[src/rtl/core/rcd_pkg.sv]
// Package for the record cache deserializer: field widths, parse phase codes,
// configuration register indexes and the item and result structs.
// No dependencies.
package rcd_pkg;

    localparam int unsigned HdrLen     = 7;
    localparam int unsigned RecLen     = 9;
    localparam int unsigned LenWidth   = 20;
    localparam int unsigned CountWidth = 16;
    localparam int unsigned MacWidth   = 64;
    localparam int unsigned CfgWidth   = 32;
    localparam int unsigned CfgIdxW    = 2;

    // Configuration register indexes
    localparam logic [CfgIdxW-1:0] CFG_MAGIC    = 2'd0;
    localparam logic [CfgIdxW-1:0] CFG_VERSION  = 2'd1;
    localparam logic [CfgIdxW-1:0] CFG_CLASSLIM = 2'd2;
    localparam logic [CfgIdxW-1:0] CFG_CAPACITY = 2'd3;

    // Parse phase codes
    localparam logic [1:0] PH_IDLE    = 2'd0;
    localparam logic [1:0] PH_HEADER  = 2'd1;
    localparam logic [1:0] PH_RECORDS = 2'd2;
    localparam logic [1:0] PH_DONE    = 2'd3;

    typedef struct packed {
        logic [7:0]          data_byte;
        logic                first_byte;
        logic [LenWidth-1:0] buffer_length;
    } t_item;

    typedef struct packed {
        logic                  record_valid;
        logic                  finished;
        logic                  success;
        logic [MacWidth-1:0]   mac_address;
        logic [7:0]            class_code;
        logic [CountWidth-1:0] accepted_count;
    } t_result;

endpackage

[src/rtl/core/rcd_if.sv]
// Stream interfaces for the record cache deserializer: byte input channel
// and result channel. Depends on rcd_pkg.
interface rcd_in_if;
    logic                       valid;
    logic                       ready;
    logic [7:0]                 data_byte;
    logic                       first_byte;
    logic [rcd_pkg::LenWidth-1:0] buffer_length;

    modport source (output valid, data_byte, first_byte, buffer_length, input ready);
    modport sink   (input valid, data_byte, first_byte, buffer_length, output ready);
endinterface

interface rcd_out_if;
    logic                           valid;
    logic                           ready;
    logic                           record_valid;
    logic                           finished;
    logic                           success;
    logic [rcd_pkg::MacWidth-1:0]   mac_address;
    logic [7:0]                     class_code;
    logic [rcd_pkg::CountWidth-1:0] accepted_count;

    modport source (output valid, record_valid, finished, success, mac_address,
                    class_code, accepted_count, input ready);
    modport sink   (input valid, record_valid, finished, success, mac_address,
                    class_code, accepted_count, output ready);
endinterface

[src/rtl/core/rcd_parser.sv]
// Parse state and configuration registers of the record cache deserializer.
// Decodes one accepted byte per cycle into at most one result. Uses rcd_pkg.
module rcd_parser (
    input  logic                            i_clk,
    input  logic                            i_rst_n,
    input  logic                            i_cfg_we,
    input  logic [rcd_pkg::CfgIdxW-1:0]     i_cfg_idx,
    input  logic [rcd_pkg::CfgWidth-1:0]    i_cfg_data,
    input  logic                            i_accept,
    input  rcd_pkg::t_item                  i_item,
    output logic                            o_res_valid,
    output rcd_pkg::t_result                o_res
);
    import rcd_pkg::*;

    logic [31:0]           r_magic;
    logic [7:0]            r_version;
    logic [8:0]            r_class_limit;
    logic [CountWidth-1:0] r_capacity;

    logic [1:0]            r_phase,    n_phase;
    logic [3:0]            r_pos,      n_pos;
    logic [MacWidth-1:0]   r_asm,      n_asm;
    logic [CountWidth-1:0] r_hdr_cnt,  n_hdr_cnt;
    logic [CountWidth-1:0] r_rd,       n_rd;
    logic [CountWidth-1:0] r_acc,      n_acc;
    logic [LenWidth-1:0]   r_len,      n_len;

    logic [LenWidth:0]     need_len;
    logic [CountWidth-1:0] full_cnt;
    logic                  keep;
    logic                  last;
    logic [3:0]            pos;

    always_ff @(posedge i_clk) begin
        if (!i_rst_n) begin
            r_magic       <= '0;
            r_version     <= '0;
            r_class_limit <= 9'd256;
            r_capacity    <= '1;
        end else if (i_cfg_we) begin
            case (i_cfg_idx)
                CFG_MAGIC:    r_magic       <= i_cfg_data;
                CFG_VERSION:  r_version     <= i_cfg_data[7:0];
                CFG_CLASSLIM: r_class_limit <= i_cfg_data[8:0];
                CFG_CAPACITY: r_capacity    <= i_cfg_data[CountWidth-1:0];
                default: ;
            endcase
        end
    end

    assign full_cnt = {i_item.data_byte, r_hdr_cnt[7:0]};
    // 7 + 9 * count, at most 589822
    assign need_len = (LenWidth+1)'(HdrLen) + {1'b0, 1'b0, full_cnt, 3'b000}
                      + {5'b0, full_cnt};

    always_comb begin
        n_phase     = r_phase;
        n_pos       = r_pos;
        n_asm       = r_asm;
        n_hdr_cnt   = r_hdr_cnt;
        n_rd        = r_rd;
        n_acc       = r_acc;
        n_len       = r_len;
        o_res_valid = 1'b0;
        o_res       = '0;
        keep        = 1'b0;
        last        = 1'b0;
        pos         = r_pos;

        if (i_accept) begin
            if (i_item.first_byte) begin
                n_len     = i_item.buffer_length;
                n_phase   = PH_HEADER;
                n_pos     = '0;
                n_asm     = '0;
                n_hdr_cnt = '0;
                n_rd      = '0;
                n_acc     = '0;
                pos       = '0;
            end

            if (i_item.first_byte && i_item.buffer_length < LenWidth'(HdrLen)) begin
                n_phase           = PH_DONE;
                o_res_valid       = 1'b1;
                o_res.finished    = 1'b1;
            end else if (n_phase == PH_HEADER) begin
                n_pos = pos + 4'd1;
                if (pos < 4'd4) begin
                    n_asm[{pos[1:0], 3'b000} +: 8] = i_item.data_byte;
                    if (pos == 4'd3 && {i_item.data_byte, n_asm[23:0]} != r_magic) begin
                        n_phase        = PH_DONE;
                        n_acc          = '0;
                        o_res_valid    = 1'b1;
                        o_res.finished = 1'b1;
                    end
                end else if (pos == 4'd4) begin
                    if (i_item.data_byte != r_version) begin
                        n_phase        = PH_DONE;
                        n_acc          = '0;
                        o_res_valid    = 1'b1;
                        o_res.finished = 1'b1;
                    end
                end else if (pos == 4'd5) begin
                    n_hdr_cnt = {8'd0, i_item.data_byte};
                end else begin
                    n_hdr_cnt = full_cnt;
                    n_pos     = '0;
                    n_asm     = '0;
                    if ({1'b0, n_len} < need_len) begin
                        n_phase        = PH_DONE;
                        n_acc          = '0;
                        o_res_valid    = 1'b1;
                        o_res.finished = 1'b1;
                    end else if (full_cnt == '0 || r_capacity == '0) begin
                        n_phase        = PH_DONE;
                        o_res_valid    = 1'b1;
                        o_res.finished = 1'b1;
                        o_res.success  = 1'b1;
                    end else begin
                        n_phase = PH_RECORDS;
                    end
                end
            end else if (n_phase == PH_RECORDS) begin
                if (pos < 4'd8) begin
                    n_asm[{pos[2:0], 3'b000} +: 8] = i_item.data_byte;
                    n_pos = pos + 4'd1;
                end else begin
                    n_asm = '0;
                    n_pos = '0;
                    n_rd  = r_rd + 16'd1;
                    keep  = (r_asm != '0) && ({1'b0, i_item.data_byte} < r_class_limit);
                    if (keep) begin
                        n_acc = r_acc + 16'd1;
                    end
                    last = (n_rd >= r_hdr_cnt) || (n_acc >= r_capacity);
                    if (last) begin
                        n_phase = PH_DONE;
                    end
                    if (keep || last) begin
                        o_res_valid        = 1'b1;
                        o_res.record_valid = keep;
                        o_res.finished     = last;
                        o_res.success      = last;
                        o_res.mac_address  = keep ? r_asm : '0;
                        o_res.class_code   = keep ? i_item.data_byte : 8'd0;
                    end
                end
            end
            o_res.accepted_count = n_acc;
        end
    end

    always_ff @(posedge i_clk) begin
        if (!i_rst_n) begin
            r_phase   <= PH_IDLE;
            r_pos     <= '0;
            r_asm     <= '0;
            r_hdr_cnt <= '0;
            r_rd      <= '0;
            r_acc     <= '0;
            r_len     <= '0;
        end else begin
            r_phase   <= n_phase;
            r_pos     <= n_pos;
            r_asm     <= n_asm;
            r_hdr_cnt <= n_hdr_cnt;
            r_rd      <= n_rd;
            r_acc     <= n_acc;
            r_len     <= n_len;
        end
    end

    // a kept record always carries a nonzero address
    a_rec_mac: assert property (@(posedge i_clk) disable iff (!i_rst_n)
        o_res_valid && o_res.record_valid |-> o_res.mac_address != '0)
        else $error("record emitted with zero address");

    // records are only ever read after a complete header
    a_rd_phase: assert property (@(posedge i_clk) disable iff (!i_rst_n)
        r_rd != '0 |-> (r_phase == PH_RECORDS || r_phase == PH_DONE))
        else $error("records counted outside record phase");

    // accepted never runs ahead of read
    a_acc_le_rd: assert property (@(posedge i_clk) disable iff (!i_rst_n)
        r_acc <= r_rd)
        else $error("accepted count exceeds records read");

endmodule

[src/rtl/core/record_cache_deserializer.sv]
// Record cache deserializer, top level: parser plus a two-entry result
// buffer (output register and skid register). Uses rcd_pkg, rcd_in_if,
// rcd_out_if and rcd_parser.
//
// Usage: stream a stored buffer into i_in one byte per transaction, with
// first_byte set and buffer_length valid on its first byte. Results leave on
// o_out: one per kept record, plus a final one with finished set (success
// tells header or length failure apart from a normal end). A final record
// may carry record_valid and finished together. Configuration registers
// (magic, version, class limit, capacity) are written through i_cfg_* while
// no buffer is in flight.
// Each result is registered in the output register (or the skid register) before o_out.
// Throughput: one byte per cycle while i_in.ready is high; the parse state and
// the result register are the only stages, so the parse state loop sets that rate.
// Reset: synchronous, active low; parse returns to idle, registers take their
// defaults and both result entries empty.
// Stalls: while o_out.ready is low the skid register takes one more result;
// i_in.ready drops only once it is occupied.
module record_cache_deserializer (
    input  logic                         i_clk,
    input  logic                         i_rst_n,
    input  logic                         i_cfg_we,
    input  logic [rcd_pkg::CfgIdxW-1:0]  i_cfg_idx,
    input  logic [rcd_pkg::CfgWidth-1:0] i_cfg_data,
    rcd_in_if.sink                       i_in,
    rcd_out_if.source                    o_out
);
    import rcd_pkg::*;

    t_item   item;
    t_result res;
    logic    res_valid;
    logic    accept;
    logic    out_take;

    logic    r_out_valid, n_out_valid;
    logic    r_skid_valid, n_skid_valid;
    t_result r_out;
    t_result r_skid;
    logic    load_out_res;
    logic    load_out_skid;
    logic    load_skid;

    assign i_in.ready = !r_skid_valid;
    assign accept     = i_in.valid && i_in.ready;
    assign out_take   = r_out_valid && o_out.ready;

    assign item.data_byte     = i_in.data_byte;
    assign item.first_byte    = i_in.first_byte;
    assign item.buffer_length = i_in.buffer_length;

    rcd_parser u_parser (
        .i_clk       (i_clk),
        .i_rst_n     (i_rst_n),
        .i_cfg_we    (i_cfg_we),
        .i_cfg_idx   (i_cfg_idx),
        .i_cfg_data  (i_cfg_data),
        .i_accept    (accept),
        .i_item      (item),
        .o_res_valid (res_valid),
        .o_res       (res)
    );

    always_comb begin
        n_out_valid   = r_out_valid;
        n_skid_valid  = r_skid_valid;
        load_out_res  = 1'b0;
        load_out_skid = 1'b0;
        load_skid     = 1'b0;
        if (r_skid_valid) begin
            // no transaction accepted here: drain skid into output
            if (out_take) begin
                load_out_skid = 1'b1;
                n_skid_valid  = 1'b0;
            end
        end else if (res_valid) begin
            if (!r_out_valid || out_take) begin
                load_out_res = 1'b1;
                n_out_valid  = 1'b1;
            end else begin
                load_skid    = 1'b1;
                n_skid_valid = 1'b1;
            end
        end else if (out_take) begin
            n_out_valid = 1'b0;
        end
    end

    always_ff @(posedge i_clk) begin
        if (!i_rst_n) begin
            r_out_valid  <= 1'b0;
            r_skid_valid <= 1'b0;
        end else begin
            r_out_valid  <= n_out_valid;
            r_skid_valid <= n_skid_valid;
        end
    end

    always_ff @(posedge i_clk) begin
        if (load_out_res) begin
            r_out <= res;
        end else if (load_out_skid) begin
            r_out <= r_skid;
        end
        if (load_skid) begin
            r_skid <= res;
        end
    end

    assign o_out.valid          = r_out_valid;
    assign o_out.record_valid   = r_out.record_valid;
    assign o_out.finished       = r_out.finished;
    assign o_out.success        = r_out.success;
    assign o_out.mac_address    = r_out.mac_address;
    assign o_out.class_code     = r_out.class_code;
    assign o_out.accepted_count = r_out.accepted_count;

    a_skid_behind_out: assert property (@(posedge i_clk) disable iff (!i_rst_n)
        r_skid_valid |-> r_out_valid)
        else $error("skid entry held with output register empty");

    a_result_kind: assert property (@(posedge i_clk) disable iff (!i_rst_n)
        o_out.valid && !o_out.finished |-> o_out.record_valid)
        else $error("result carries neither record nor end of parse");

    a_success_end: assert property (@(posedge i_clk) disable iff (!i_rst_n)
        o_out.valid && o_out.success |-> o_out.finished)
        else $error("success without finished");

    a_fail_count: assert property (@(posedge i_clk) disable iff (!i_rst_n)
        o_out.valid && o_out.finished && !o_out.success |-> o_out.accepted_count == '0)
        else $error("failed parse reports accepted records");

endmodule
[src/flat_wrapper.sv]
// flat-port wrapper written by rule: the top's interface ports become plain ports
module record_cache_deserializer_flat import rcd_pkg::*;
  (i_clk, i_rst_n, i_cfg_we, i_cfg_idx, i_cfg_data, i_in_valid, i_in_data_byte, i_in_first_byte, i_in_buffer_length, i_in_ready, o_out_valid, o_out_record_valid, o_out_finished, o_out_success, o_out_mac_address, o_out_class_code, o_out_accepted_count, o_out_ready);
  rcd_in_if i_in_i ();
  rcd_out_if o_out_i ();
  input  logic i_clk;
  input  logic i_rst_n;
  input  logic i_cfg_we;
  input  logic [rcd_pkg::CfgIdxW-1:0] i_cfg_idx;
  input  logic [rcd_pkg::CfgWidth-1:0] i_cfg_data;
  input wire logic [$bits(i_in_i.valid)-1:0] i_in_valid;
  input wire logic [$bits(i_in_i.data_byte)-1:0] i_in_data_byte;
  input wire logic [$bits(i_in_i.first_byte)-1:0] i_in_first_byte;
  input wire logic [$bits(i_in_i.buffer_length)-1:0] i_in_buffer_length;
  output wire logic [$bits(i_in_i.ready)-1:0] i_in_ready;
  output wire logic [$bits(o_out_i.valid)-1:0] o_out_valid;
  output wire logic [$bits(o_out_i.record_valid)-1:0] o_out_record_valid;
  output wire logic [$bits(o_out_i.finished)-1:0] o_out_finished;
  output wire logic [$bits(o_out_i.success)-1:0] o_out_success;
  output wire logic [$bits(o_out_i.mac_address)-1:0] o_out_mac_address;
  output wire logic [$bits(o_out_i.class_code)-1:0] o_out_class_code;
  output wire logic [$bits(o_out_i.accepted_count)-1:0] o_out_accepted_count;
  input wire logic [$bits(o_out_i.ready)-1:0] o_out_ready;
  assign i_in_i.valid = i_in_valid;
  assign i_in_i.data_byte = i_in_data_byte;
  assign i_in_i.first_byte = i_in_first_byte;
  assign i_in_i.buffer_length = i_in_buffer_length;
  assign i_in_ready = i_in_i.ready;
  assign o_out_valid = o_out_i.valid;
  assign o_out_record_valid = o_out_i.record_valid;
  assign o_out_finished = o_out_i.finished;
  assign o_out_success = o_out_i.success;
  assign o_out_mac_address = o_out_i.mac_address;
  assign o_out_class_code = o_out_i.class_code;
  assign o_out_accepted_count = o_out_i.accepted_count;
  assign o_out_i.ready = o_out_ready;
  record_cache_deserializer u_core (.i_clk(i_clk), .i_rst_n(i_rst_n), .i_cfg_we(i_cfg_we), .i_cfg_idx(i_cfg_idx), .i_cfg_data(i_cfg_data), .i_in(i_in_i), .o_out(o_out_i));
endmodule
[config.mk]
export PLATFORM = sky130hd
export DESIGN_NAME = record_cache_deserializer_flat
export DESIGN_NICKNAME = d
export VERILOG_FILES = /design/src/rtl/core/rcd_pkg.sv /design/src/rtl/core/rcd_if.sv /design/src/rtl/core/rcd_parser.sv /design/src/rtl/core/record_cache_deserializer.sv /design/src/flat_wrapper.sv
export SDC_FILE = /design/constraint.sdc
export NUM_CORES = 1
export LEC_CHECK = 0
export ABC_AREA = 1
export ABC_CLOCK_PERIOD_IN_PS = 15300
export BUFFER_PORTS_ARGS = -buffer_cell sky130_fd_sc_hd__buf_2
export CAP_MARGIN = 25
export CORE_MARGIN = 4
export CORE_UTILIZATION = 40
export DETAILED_ROUTE_END_ITERATION = 12
export GPL_TIMING_DRIVEN = 0
export PLACE_DENSITY_LB_ADDON = 0.08
export REMOVE_ABC_BUFFERS = 1
export SLEW_MARGIN = 10
export SYNTH_ARGS = -nofsm -noshare
export SYNTH_HDL_FRONTEND = slang
export SYNTH_HIERARCHICAL = 1
export SYNTH_SLANG_ARGS = --single-unit
[constraint.sdc]
create_clock -name i_clk -period 15.3 [get_ports i_clk]
set_input_delay 2.295 -clock i_clk [delete_from_list [all_inputs] [get_ports i_clk]]
set_output_delay 2.295 -clock i_clk [all_outputs]
set_load 0.005 [all_outputs]
==> results.ini <==
[run_status]
status = finished clean

[sta]
finalHoldViolations = 0
setup_viol = 0
tightestPinTransition_ps = 1010
whs_ps = 460
max_slew_margin = 0.327
rsz0062_at_grt = no
clock_skew_ps = 11.0
fmax_mhz = 111
min_period_over_period = 0.588
maxSlewViolCount = 0
period_minus_slack_ps = 9000

[clock_tree]
post_cts_buffers = 0
clk_latency_ps = 580
numCtsBuffers = 46
hold_buffers = 0
cts_max_level = 2
cts.sinks = 387
cts_root_buf = clkbuf_16
path_clk_slew_ps = 60
cts_tree = done
clockBufferDepth = 3
cts_resized = 0

[logic_synthesis]
yosys.area_share.xor_xnor = 0.0166
synthAdderAreaFrac = 0.0475
ys_warn_count = 6
yosysTopAreaCell = edfxtp_1
synth_top_area_frac = 0.253
synth_mux_area_frac = 0
synth.distinct_cells = 47
async_flop_share = 0
synth_compound_area_frac = 0.135
synth_top_family_by_area = simple AND/OR/NAND/NOR gates
ys_ff_latch = 387
yosys-top-cells-count = nand2_1 (762), inv_1 (336), nor2_1 (288)
synth_edf_count = 182
syn-mean-instance-area_um2 = 7.38
synthCells = 2930
synth.area.top_cells = edfxtp_1 (25%), dfxtp_1 (19%), nand2_1 (13%)
ys_seq_area_frac = 0.443
ys.flop_type = dfxtp_1
synth-simple-area-share = 0.266
yosys.cell_count.top_type = nand2_1
syn_area_um2 = 21600

[min_path]
hold_path.startpoint = u_core/u_parser/r_class_limit[6]$_SDFFE_PN0P_
hp-class = flop to flop
hold_end = u_core/u_parser/r_class_limit[6]$_SDFFE_PN0P_
whs_path_depth = 2

[finish]
drive_gt1_frac = 0.0921
final_cells = 3738
syn2layout_area_growth_pct = 13.5
n_antenna_cell = 0
nets = 3162

[worst_setup_path]
r2r_slack_ps = 8360
start_kind = primary input
r2r_end = u_core/o_out.class_code[5]$_DFFE_PP_
rr_startpoint = u_core/u_parser/r_asm[30]$_SDFFE_PN0P_
path_class = primary input to flop
cp-end-kind = flop
critPathBufInv = 9
reg2reg_depth = 27
cpMaxStageDelayCell = inv_2
crit_required_ps = 15540
critPathMaxFanout = 61
max_stage_delay_ps = 720
crit_family = simple AND/OR/NAND/NOR gates
crit_path_frequent_cell = nand2_1
worstPathArrival_ps = 9250

[floorplanning]
io_pins = 161
dieArea_um2 = 57800
start_util = 0.407
die_h_um = 240
rows = 84
die_w_um = 240
core-area_um2 = 53100

[route]
wl_met3_um = 3190
wl_um = 67800
vias_per_cell = 5.28
drt-met1-wl_um = 31300
drtAntennaViolNets = 0
dr_wl_met2_um = 31700
avgRoutedWirePerCell_um = 18.1
vias = 19700
drt_first_pass_iters = 5
drc_errors = 0
drt_iter0_markers = 1600
top_layer = met4

[power]
power_mw = 2.47
leakage_nw = 10.3
ir_drop_mv = 0.0745
cellPowerDensity_nw_per_um2 = 101

[placed_design]
post-place-cells = 3651
port_buffers = 160
place.gp.congestion = 0.892
hpwl_um = 47700

[global_routing]
grt_pass1_vias = 18300
grt_overflow = 0
antenna_found_initial = 0
grt_max_degree = 87
grt_pass1_wl_um = 105000
gr-usage-all-layers = 0.229

[flow_run]
maxCapViolCount = 0

-- cells in the final DEF (no fill, tap or decap), types with 5 or more instances in the layout --
cell and instances:
nand2_1 758, inv_1 336, nor2_1 283, nand3_1 247
a21oi_1 243, dfxtp_1 205, o21ai_0 200, edfxtp_1 182
buf_2 160, ha_1 82, clkbuf_16 47, nor3_1 31
o22ai_1 31, nand4_1 26, xor2_1 21, nor4_1 20
xnor2_1 20, o211ai_1 17, clkinv_2 11, a22oi_1 10
clkinv_1 9, clkbuf_1 8, buf_16 7, nor2_2 7
o21ai_1 7, o221ai_1 7, buf_12 6, bufinv_16 5
nand2_4 5, a31oi_1 5
-- registers in the layout, indices dropped and copies added, names as in the netlist --
| name | flops |
|---|---|
| u_core/r_skid | 91 |
| u_core/o_out.mac_address | 64 |
| u_core/u_parser/r_asm | 64 |
| u_core/u_parser/r_magic | 32 |
| u_core/u_parser/r_len | 20 |
| u_core/o_out.accepted_count | 16 |
| u_core/u_parser/r_acc | 16 |
| u_core/u_parser/r_capacity | 16 |
| u_core/u_parser/r_hdr_cnt | 16 |
| u_core/u_parser/r_rd | 16 |
| u_core/u_parser/r_class_limit | 9 |
| u_core/o_out.class_code | 8 |
| u_core/u_parser/r_version | 8 |
| u_core/u_parser/r_pos | 4 |
| u_core/u_parser/r_phase | 2 |
| u_core/o_out.finished | 1 |
| u_core/o_out.record_valid | 1 |
| u_core/o_out.success | 1 |
| u_core/o_out.valid | 1 |
| u_core/r_skid_valid | 1 |
-- logic make-up after synthesis --
| kind of cell | after synthesis |
|---|---|
| AOI/OAI and AO/OA | 540 |
| xor gates and xnor gates | 41 |
| adders and majority gates | 82 |
| buffers and inverters | 490 |
| DFF | 387 |
| and+or+nand+nor | 1390 |
-- where the power goes --
part           internal, mW  switching, mW
clock                 0.652          0.460
sequential             1.09         0.0109
combinational        0.0731          0.178
total                  1.82          0.649
-- worst register-to-register path, delay by kind of cell (launching register included) --
kind	cells	cell delay [ps]
flip-flops	1	340
AND/OR/NAND/NOR	16	3750
AO/OA/AOI/OAI	2	550
buffers and inverters	8	1580
adder cells (fa/ha/maj)	1	310
-- stage by stage --
| step | setup slack [ps] | TNS (ps) | instance area, µm² | utilization |
|---|---|---|---|---|
| finish | 6300 | 0 | 24500 | 0.462 |
| global route | 5700 | 0 | 24500 | 0.462 |
| CTS | 6220 | 0 | 24500 | 0.462 |
| detailed placement | 5630 | 0 | 23000 | 0.434 |
| global placement | -6990 | -904610 | 22600 | 0.425 |
| floorplan | 2080 | 0 | 20900 | - |
-- per-layer routing --
metal	vias to the layer above	GRT usage
met1	9265	0.322
met5	-	0
met2	525	0.377
li1	9859	-
met4	0	0.0610
met3	91	0.0288
-- worst max path at each step --
stage	end	start	slack (ps)	cells after the start
final	u_core/o_out.class_code[5]$_DFFE_PP_	i_in_first_byte	6300	28
after global routing	u_core/o_out.mac_address[20]$_DFFE_PP_	i_in_first_byte	5700	28
after CTS	u_core/o_out.class_code[5]$_DFFE_PP_	i_in_first_byte	6220	28
after detailed placement	u_core/o_out.class_code[5]$_DFFE_PP_	i_in_first_byte	5630	28
after global placement	u_core/o_out.class_code[5]$_DFFE_PP_	i_in_first_byte	-6990	22
after floorplan	u_core/o_out.accepted_count[0]$_DFFE_PP_	i_in_data_byte[6]	2080	25
-- final cells by class --
| class | instances | area [µm²] |
|---|---|---|
| multi-input combinational | 2053 | 10100 |
| tap | 688 | 861 |
| sequential | 387 | 9570 |
| timing repair buffer | 178 | 1170 |
| inverter | 346 | 1310 |
| fill | 5395 | 28500 |
| clock inverter | 31 | 310 |
| clock buffer | 55 | 1210 |
Power figures use the tool's default switching activity.
